**src/sv/spa_pkg.sv**
```systemverilog
// spa_pkg: types, codes and constants shared by the sprite pixel access unit
// used by spa_decode, spa_pixel and sprite_pixel_access_unit; depends on nothing

package spa_pkg;

  localparam int STORE_BYTES = 64;
  localparam int SPRITE_ROWS = 21;
  localparam int ADDR_W = $clog2(STORE_BYTES);
  localparam int CFG_INDEX_W = 3;
  localparam int CFG_DATA_W = 4;

  localparam logic [1:0] OP_READ = 2'd0;
  localparam logic [1:0] OP_PAINT = 2'd1;
  localparam logic [1:0] OP_LOAD = 2'd2;

  localparam logic [CFG_INDEX_W-1:0] REG_COLOR_MODE = 3'd0;
  localparam logic [CFG_INDEX_W-1:0] REG_BACK_COLOR = 3'd1;
  localparam logic [CFG_INDEX_W-1:0] REG_FORE_COLOR = 3'd2;
  localparam logic [CFG_INDEX_W-1:0] REG_MULTI_ONE = 3'd3;
  localparam logic [CFG_INDEX_W-1:0] REG_MULTI_TWO = 3'd4;
  localparam logic [CFG_INDEX_W-1:0] REG_PAINT_INDEX = 3'd5;

  localparam logic [4:0] MONO_WIDTH = 5'd24;
  localparam logic [4:0] MULTI_WIDTH = 5'd12;
  localparam logic [4:0] SIXTEEN_WIDTH = 5'd6;

  typedef struct packed {
    logic [1:0] opcode;
    logic [4:0] x_pos;
    logic [4:0] y_pos;
    logic [5:0] byte_index;
    logic [7:0] byte_value;
  } in_item_t;

  typedef struct packed {
    logic [3:0] pixel_color;
    logic       opaque;
    logic [3:0] pixel_code;
    logic       range_error;
  } out_item_t;

  typedef struct packed {
    logic [1:0] color_mode;
    logic [3:0] back_color;
    logic [3:0] fore_color;
    logic [3:0] multi_one_color;
    logic [3:0] multi_two_color;
    logic [1:0] paint_index;
  } cfg_t;

  // decoded access held between the input register and the result register
  typedef struct packed {
    logic [1:0]        opcode;
    logic [ADDR_W-1:0] addr;
    logic [2:0]        sub;
    logic              range_err;
    logic [7:0]        byte_value;
  } access_t;

endpackage

```
**src/sv/spa_ram.sv**
```systemverilog
// spa_ram: generic single write port ram with one registered read port
// depends on nothing

module spa_ram #(
  parameter int WIDTH = 8,
  parameter int DEPTH = 64
) (
  input  logic                     clk,
  input  logic                     we,
  input  logic [$clog2(DEPTH)-1:0] waddr,
  input  logic [WIDTH-1:0]         wdata,
  input  logic [$clog2(DEPTH)-1:0] raddr,
  output logic [WIDTH-1:0]         rdata
);

  logic [WIDTH-1:0] mem [DEPTH];

  always_ff @(posedge clk) begin
    if (we) begin
      mem[waddr] <= wdata;
    end
    rdata <= mem[raddr];
  end

endmodule

```
**src/sv/spa_decode.sv**
```systemverilog
// spa_decode: turns an input item into a store address, pixel position and range flag
// depends on spa_pkg

module spa_decode #(
  parameter int SPRITE_ROWS = spa_pkg::SPRITE_ROWS
) (
  input  spa_pkg::in_item_t item,
  input  logic [1:0]        color_mode,
  output spa_pkg::access_t  acc
);

  logic [6:0] row_base;
  logic [6:0] col;
  logic [6:0] sum;
  logic [4:0] width;
  logic [2:0] sub;
  logic       bad;

  always_comb begin
    row_base = ({2'b00, item.y_pos} << 1) + {2'b00, item.y_pos};
    if (color_mode[1]) begin
      // sixteen-colour, also taken for the unused mode
      col = {3'b000, item.x_pos[4:1]};
      sub = {2'b00, item.x_pos[0]};
      width = spa_pkg::SIXTEEN_WIDTH;
    end else if (color_mode[0]) begin
      col = {4'b0000, item.x_pos[4:2]};
      sub = {1'b0, item.x_pos[1:0]};
      width = spa_pkg::MULTI_WIDTH;
    end else begin
      col = {5'b00000, item.x_pos[4:3]};
      sub = item.x_pos[2:0];
      width = spa_pkg::MONO_WIDTH;
    end
    sum = row_base + col;
    bad = (item.x_pos >= width) || (item.y_pos >= 5'(SPRITE_ROWS));

    acc.opcode = item.opcode;
    acc.sub = sub;
    acc.byte_value = item.byte_value;
    if (item.opcode == spa_pkg::OP_LOAD) begin
      acc.addr = item.byte_index[spa_pkg::ADDR_W-1:0];
      acc.range_err = 1'b0;
    end else begin
      acc.addr = sum[spa_pkg::ADDR_W-1:0];
      acc.range_err = bad;
    end
  end

endmodule

```
**src/sv/spa_pixel.sv**
```systemverilog
// spa_pixel: pixel extract, paint merge and palette lookup on one store byte
// depends on spa_pkg

module spa_pixel (
  input  spa_pkg::access_t   acc,
  input  spa_pkg::cfg_t      cfg,
  input  logic [7:0]         old_byte,
  output logic               write_req,
  output logic [7:0]         new_byte,
  output spa_pkg::out_item_t result
);

  logic [2:0] sh;
  logic [7:0] mask;
  logic [3:0] paint;
  logic [3:0] slot_color;
  logic [7:0] merged;
  logic [7:0] field;
  logic [3:0] code;
  logic [3:0] color;
  logic       paint_op;

  always_comb begin
    case (cfg.paint_index)
      2'd0:    slot_color = cfg.back_color;
      2'd1:    slot_color = cfg.fore_color;
      2'd2:    slot_color = cfg.multi_one_color;
      default: slot_color = cfg.multi_two_color;
    endcase

    if (cfg.color_mode[1]) begin
      sh = acc.sub[0] ? 3'd0 : 3'd4;
      mask = 8'h0F << sh;
      paint = slot_color;
    end else if (cfg.color_mode[0]) begin
      sh = 3'd6 - {acc.sub[1:0], 1'b0};
      mask = 8'h03 << sh;
      // back, fore, mc1, mc2 map to codes 00, 10, 01, 11
      paint = {2'b00, cfg.paint_index[0], cfg.paint_index[1]};
    end else begin
      sh = 3'd7 - acc.sub;
      mask = 8'h01 << sh;
      paint = {3'b000, (cfg.paint_index != 2'd0)};
    end

    paint_op = (acc.opcode == spa_pkg::OP_PAINT) && !acc.range_err;
    merged = (old_byte & ~mask) | (({4'b0000, paint} << sh) & mask);

    if (acc.opcode == spa_pkg::OP_LOAD) begin
      write_req = 1'b1;
      new_byte = acc.byte_value;
    end else begin
      write_req = paint_op;
      new_byte = paint_op ? merged : old_byte;
    end

    field = (paint_op ? merged : old_byte) >> sh;
    if (cfg.color_mode[1]) begin
      code = field[3:0];
      color = field[3:0];
    end else if (cfg.color_mode[0]) begin
      code = {2'b00, field[1:0]};
      case (field[1:0])
        2'd0:    color = cfg.back_color;
        2'd1:    color = cfg.multi_one_color;
        2'd2:    color = cfg.fore_color;
        default: color = cfg.multi_two_color;
      endcase
    end else begin
      code = {3'b000, field[0]};
      color = field[0] ? cfg.fore_color : cfg.back_color;
    end

    if (acc.opcode == spa_pkg::OP_LOAD || acc.range_err) begin
      result.pixel_color = 4'd0;
      result.opaque = 1'b0;
      result.pixel_code = 4'd0;
      result.range_error = acc.range_err;
    end else begin
      result.pixel_color = color;
      result.opaque = (code != 4'd0);
      result.pixel_code = code;
      result.range_error = 1'b0;
    end
  end

endmodule

```
**src/sv/sprite_pixel_access_unit.sv**
```systemverilog
// sprite_pixel_access_unit: top level with configuration registers, pipeline control
// depends on spa_pkg, spa_ram, spa_decode and spa_pixel
//
// Usage:
//   in channel (in_valid, in_stall, in_item) carries one operation per item:
//   read pixel, paint pixel or load raw byte. out channel (out_valid, out_stall,
//   out_item) returns exactly one result item per input item, in order.
//   An item is taken in the edge where valid is high and stall is low.
//   The item waits in the input register and its result in the output register.
//   One item per cycle while the output is not stalled; the store read-modify-write
//   happens in the stage behind the input register, with the last write forwarded
//   so that back-to-back items on the same byte see each other.
//   Configuration: cfg_write with cfg_index and cfg_data, one register per edge;
//   write only while no item is in flight, which the block does not enforce.
//   Reset (rst, synchronous): pipeline emptied and colour registers set to their
//   defaults; the sprite store is not cleared and must be loaded before reading.
//   A stalled output holds its item; the stage behind it then holds too and
//   in_stall rises until the receiver takes the result.

module sprite_pixel_access_unit #(
  parameter int SPRITE_ROWS = spa_pkg::SPRITE_ROWS
) (
  input  logic                                clk,
  input  logic                                rst,
  input  logic                                cfg_write,
  input  logic [spa_pkg::CFG_INDEX_W-1:0]     cfg_index,
  input  logic [spa_pkg::CFG_DATA_W-1:0]      cfg_data,
  input  logic                                in_valid,
  output logic                                in_stall,
  input  spa_pkg::in_item_t                   in_item,
  output logic                                out_valid,
  input  logic                                out_stall,
  output spa_pkg::out_item_t                  out_item
);

  spa_pkg::cfg_t      cfg;
  spa_pkg::access_t   dec_acc;
  spa_pkg::access_t   s1_acc;
  logic               s1_valid;
  logic               accept;
  logic               advance;
  logic [spa_pkg::ADDR_W-1:0] raddr;
  logic [7:0]         rdata;
  logic [7:0]         cur_byte;
  logic               byp_valid;
  logic [spa_pkg::ADDR_W-1:0] byp_addr;
  logic [7:0]         byp_data;
  logic               write_req;
  logic               we;
  logic [7:0]         new_byte;
  spa_pkg::out_item_t result;

  assign advance = s1_valid && !(out_valid && out_stall);
  assign in_stall = s1_valid && !advance;
  assign accept = in_valid && !in_stall;
  assign raddr = in_stall ? s1_acc.addr : dec_acc.addr;
  assign cur_byte = (byp_valid && byp_addr == s1_acc.addr) ? byp_data : rdata;
  assign we = advance && write_req;

  spa_decode #(
    .SPRITE_ROWS(SPRITE_ROWS)
  ) u_decode (
    .item      (in_item),
    .color_mode(cfg.color_mode),
    .acc       (dec_acc)
  );

  spa_ram #(
    .WIDTH(8),
    .DEPTH(spa_pkg::STORE_BYTES)
  ) u_store (
    .clk  (clk),
    .we   (we),
    .waddr(s1_acc.addr),
    .wdata(new_byte),
    .raddr(raddr),
    .rdata(rdata)
  );

  spa_pixel u_pixel (
    .acc      (s1_acc),
    .cfg      (cfg),
    .old_byte (cur_byte),
    .write_req(write_req),
    .new_byte (new_byte),
    .result   (result)
  );

  // configuration registers
  always_ff @(posedge clk) begin
    if (rst) begin
      cfg.color_mode <= 2'd0;
      cfg.back_color <= 4'd11;
      cfg.fore_color <= 4'd1;
      cfg.multi_one_color <= 4'd3;
      cfg.multi_two_color <= 4'd4;
      cfg.paint_index <= 2'd1;
    end else if (cfg_write) begin
      case (cfg_index)
        spa_pkg::REG_COLOR_MODE:  cfg.color_mode <= cfg_data[1:0];
        spa_pkg::REG_BACK_COLOR:  cfg.back_color <= cfg_data;
        spa_pkg::REG_FORE_COLOR:  cfg.fore_color <= cfg_data;
        spa_pkg::REG_MULTI_ONE:   cfg.multi_one_color <= cfg_data;
        spa_pkg::REG_MULTI_TWO:   cfg.multi_two_color <= cfg_data;
        spa_pkg::REG_PAINT_INDEX: cfg.paint_index <= cfg_data[1:0];
        default: ;
      endcase
    end
  end

  // pipeline control and last-write forwarding
  always_ff @(posedge clk) begin
    if (rst) begin
      s1_valid <= 1'b0;
      out_valid <= 1'b0;
      byp_valid <= 1'b0;
    end else begin
      s1_valid <= accept || (s1_valid && !advance);
      byp_valid <= we;
      if (advance) begin
        out_valid <= 1'b1;
      end else if (!out_stall) begin
        out_valid <= 1'b0;
      end
    end
  end

  always_ff @(posedge clk) begin
    if (accept) begin
      s1_acc <= dec_acc;
    end
    if (we) begin
      byp_addr <= s1_acc.addr;
      byp_data <= new_byte;
    end
    if (advance) begin
      out_item <= result;
    end
  end

endmodule
```
**config.mk**
```make
export PLATFORM = sky130hd
export DESIGN_NAME = sprite_pixel_access_unit
export DESIGN_NICKNAME = d
export VERILOG_FILES = /design/src/sv/spa_pkg.sv /design/src/sv/spa_ram.sv /design/src/sv/spa_decode.sv /design/src/sv/spa_pixel.sv /design/src/sv/sprite_pixel_access_unit.sv
export SDC_FILE = /design/constraint.sdc
export NUM_CORES = 1
export LEC_CHECK = 0
export ABC_AREA = 1
export BUFFER_PORTS_ARGS = -buffer_cell sky130_fd_sc_hd__buf_2
export CELL_PAD_IN_SITES_DETAIL_PLACEMENT = 1
export CELL_PAD_IN_SITES_GLOBAL_PLACEMENT = 1
export CORE_MARGIN = 2
export CORE_UTILIZATION = 28
export CTS_CLUSTER_SIZE = 30
export DETAILED_ROUTE_END_ITERATION = 8
export HOLD_SLACK_MARGIN = 0.1
export PLACE_DENSITY_LB_ADDON = 0.15
export SYNTH_ARGS = -nofsm -noshare
export SYNTH_HDL_FRONTEND = slang
export SYNTH_SLANG_ARGS = --single-unit
```
**constraint.sdc**
```tcl
create_clock -name clk -period 6.44 [get_ports clk]
set_clock_uncertainty 0.15 [all_clocks]
set_input_delay 0.322 -clock clk [delete_from_list [all_inputs] [get_ports clk]]
set_output_delay 0.322 -clock clk [all_outputs]
set_load 0.1 [all_outputs]
```
==> metrics.csv <==
metric,value,unit
die-area,0.0915,sq mm
startpoint_type,flop,
final-max-slew-violation-count,0,
synthToLayoutAreaGrowth,17.7,%
yosys.area_share.simple,12.9,%
antenna_found_initial,1,
pwr_density_cell,370,mW/mm^2
status,"finished, final reports clean",
netlist_area,0.0250,sq mm
critical_path.most_common_cell,nand2_1,
nets,2202,
cpPeakStageDelay,0.75,ns
muxShareOfSynthArea,0,%
critical_path.slowest_cell,dfxtp_1,
portBuffers,49,
ys_ff_latch,587,
final_cell_mix,"556 x edfxtp_1, 422 x nor2_1, 159 x nand2_1, 154 x o21ai_0, 114 x nand3_1",
finalHoldViolations,0,
clock_latency,0.62,ns
setup_slack,1.56,ns
synthCells,2051,
cp.depth,15,
leakagePower,0.00978,uW
worst-path-max-fanout,73,
viasPerCell,5.02,
yosysSeqAreaShare,69.4,%
drv_cap,0,
r2r_start,cfg[19],
htreeDepth,3,
whs_path_depth,5,
pin_count,50,
setup_tns,0,ns
synthAdderAreaFrac,1.12,%
tightest_slew,1.19,ns
avgSynthCellArea,12.2,sq um
finalWeightedCongestion,0.809,
synth_top_family_by_area,compound AO/OA/AOI/OAI gates,
arrival,5.23,ns
finalCriticalPeriod,4.88,ns
avgRoutedWirePerCell,23.4,microns
start_util,28.2,%
ant_nets,0,
die_y,303,microns
r2r_cells,15,
yosys.area.top_type_share,66.9,%
grtUsageTotal,17.3,%
ys_async_sr_fraction,0,%
cts_tree,done,
ys_types,45,
grt_pass1_vias,17700,
post_cts_buffers,0,
design_area,0.0294,sq mm
layout_commonest_cell,edfxtp_1,
drc_errors,0,
drive_gt1_share,11.9,%
rows,109,
placed_area,0.0267,sq mm
dr.pass1.iters,4,
post-route-util,33.2,%
crit_chain,inv_2 > o211ai_1 > fa_1 > ha_1 > fa_1 > nand2_1 > nand2_1 > nand2_1 > o21ai_4 > buf_4 > o311ai_0 > o211ai_1 > nand3_1 > nand3_1 > nand2_1,
fin_crit_sh,75.8,%
finalSetupViolCount,0,
path_class,reg -> reg,
synth_compound_area_share,13.0,%
hpwl,48700,microns
pre_cts_slack,1.50,ns
clock.fmax,205,MHz
ctsResizeCount,0,
finalPower,10900,uW
synth_area_leaders,"edfxtp_1 67%, nor2_1 6.3%, o21ai_0 3.1%",
min_path_type,in -> reg,
ys.flop_type,edfxtp_1,
worstPathRequired,6.78,ns
vias,16900,
path_delay_family,adder cells,
rsz0062_at_grt,false,
synth_xor_xnor_area_share,0.0702,%
critPathCaptureType,flop,
syn_nets,2109,
fp.dieW,303,microns
clock-sinks,587,
slew_headroom,20.6,%
holdCritStartpoint,in_item[14],
grt_max_degree,96,
clk_pin_slew,0.06,ns
cts_buffer_depth,3,
vdd_drop_max,243,uV
synth_edf_count,556,
totalWireLength,78700,microns
cts_buffers,70,
initialDrtViolationCount,1135,
reg2reg_slack,1.56,ns
diodes,0,
cts-root-buf,clkbuf_16,
overflow,0,
timing.rr.end,u_store.rdata[1],
synth_warnings,0,
yosysTopAreaCell,edfxtp_1,
path_buf_inv,2,
min_to,s1_acc[8],
grt_pass1_wl,118000,microns
coreArea,0.0884,sq mm
==> power breakdown <==
group          total, uW  switching (uW)  internal [uW]
clock               3860            1590           2280
sequential          4680            67.4           4620
combinational       2310            1740            562
==> worst max-delay path by stage <==
stage	startpoint	endpoint	slack (ns)
after floorplan	cfg[19]	byp_data[4]	2.73
after global placement	cfg[19]	u_store.rdata[5]	1.59
after detailed placement	cfg[19]	u_store.rdata[1]	1.50
after CTS	cfg[19]	u_store.rdata[1]	1.49
after global routing	cfg[19]	u_store.rdata[1]	1.16
final	cfg[19]	u_store.rdata[1]	1.56
==> cells by family after synthesis <==
| family | Yosys count |
|---|---|
| buffers and inverters | 210 |
| DFF | 587 |
| and+or+nand+nor | 751 |
| xor gates and xnor gates | 2 |
| adders and majority gates | 20 |
| AOI/OAI and AO/OA | 481 |
==> Yosys cell counts, types with 19 or more instances <==
cell and count:
edfxtp_1 556, nor2_1 422, nand2_1 160, o21ai_0 154, nand3_1 114, inv_1 71, o211ai_1 69, clkbuf_1 64
o32ai_1 64, o21a_1 62, o311ai_0 47, buf_2 46, a21oi_1 36, dfxtp_1 31, o21ai_1 19
==> sequential cells by signal, indices dropped and copies added, names as in the netlist <==
| name | flops |
|---|---|
| byp_addr | 6 |
| byp_data | 8 |
| byp_valid | 1 |
| cfg | 20 |
| out_item | 10 |
| out_valid | 1 |
| s1_acc | 20 |
| s1_valid | 1 |
| u_store.mem | 512 |
| u_store.rdata | 8 |
==> tightest hold or removal path, stage by stage <==
cell and delay (ns):
buf_2 0.15, nand2_1 0.07, inv_1 0.05, o21ai_0 0.07, a41oi_1 0.17
==> cell type report <==
type                    instances  area [sq um]
fillers                      9512         59000
flip-flops and latches        587         17300
multi-input cells            1254          6900
clock buffers                  91          1930
well taps                    1165          1460
repair buffers                137          1110
inverters                      94           358
clock inverters                33           283
==> metal layers <==
layer	global-route usage [%]	part of all wire (%)	vias to the layer above
met2	28.0	46	325
met4	5.82	3.2	2
li1	-	-	7774
met1	23.3	46	8638
met3	3.27	4.5	141
met5	0	0.011	-
==> what timing repair did <==
action / 4_1_cts / 5_1_grt
hold buffers: 41 / 0
endpoints found under the hold margin: 43 / 0
endpoints found under the setup margin: 0 / 0
==> stage by stage <==
stage               hold WS [ns]  cells
floorplan                  0.241   2051
global placement           0.330   3196
detailed placement         0.341   3196
CTS                        0.158   3361
global route               0.223   3361
finish                     0.189   3361
Power figures use the tool's default switching activity.
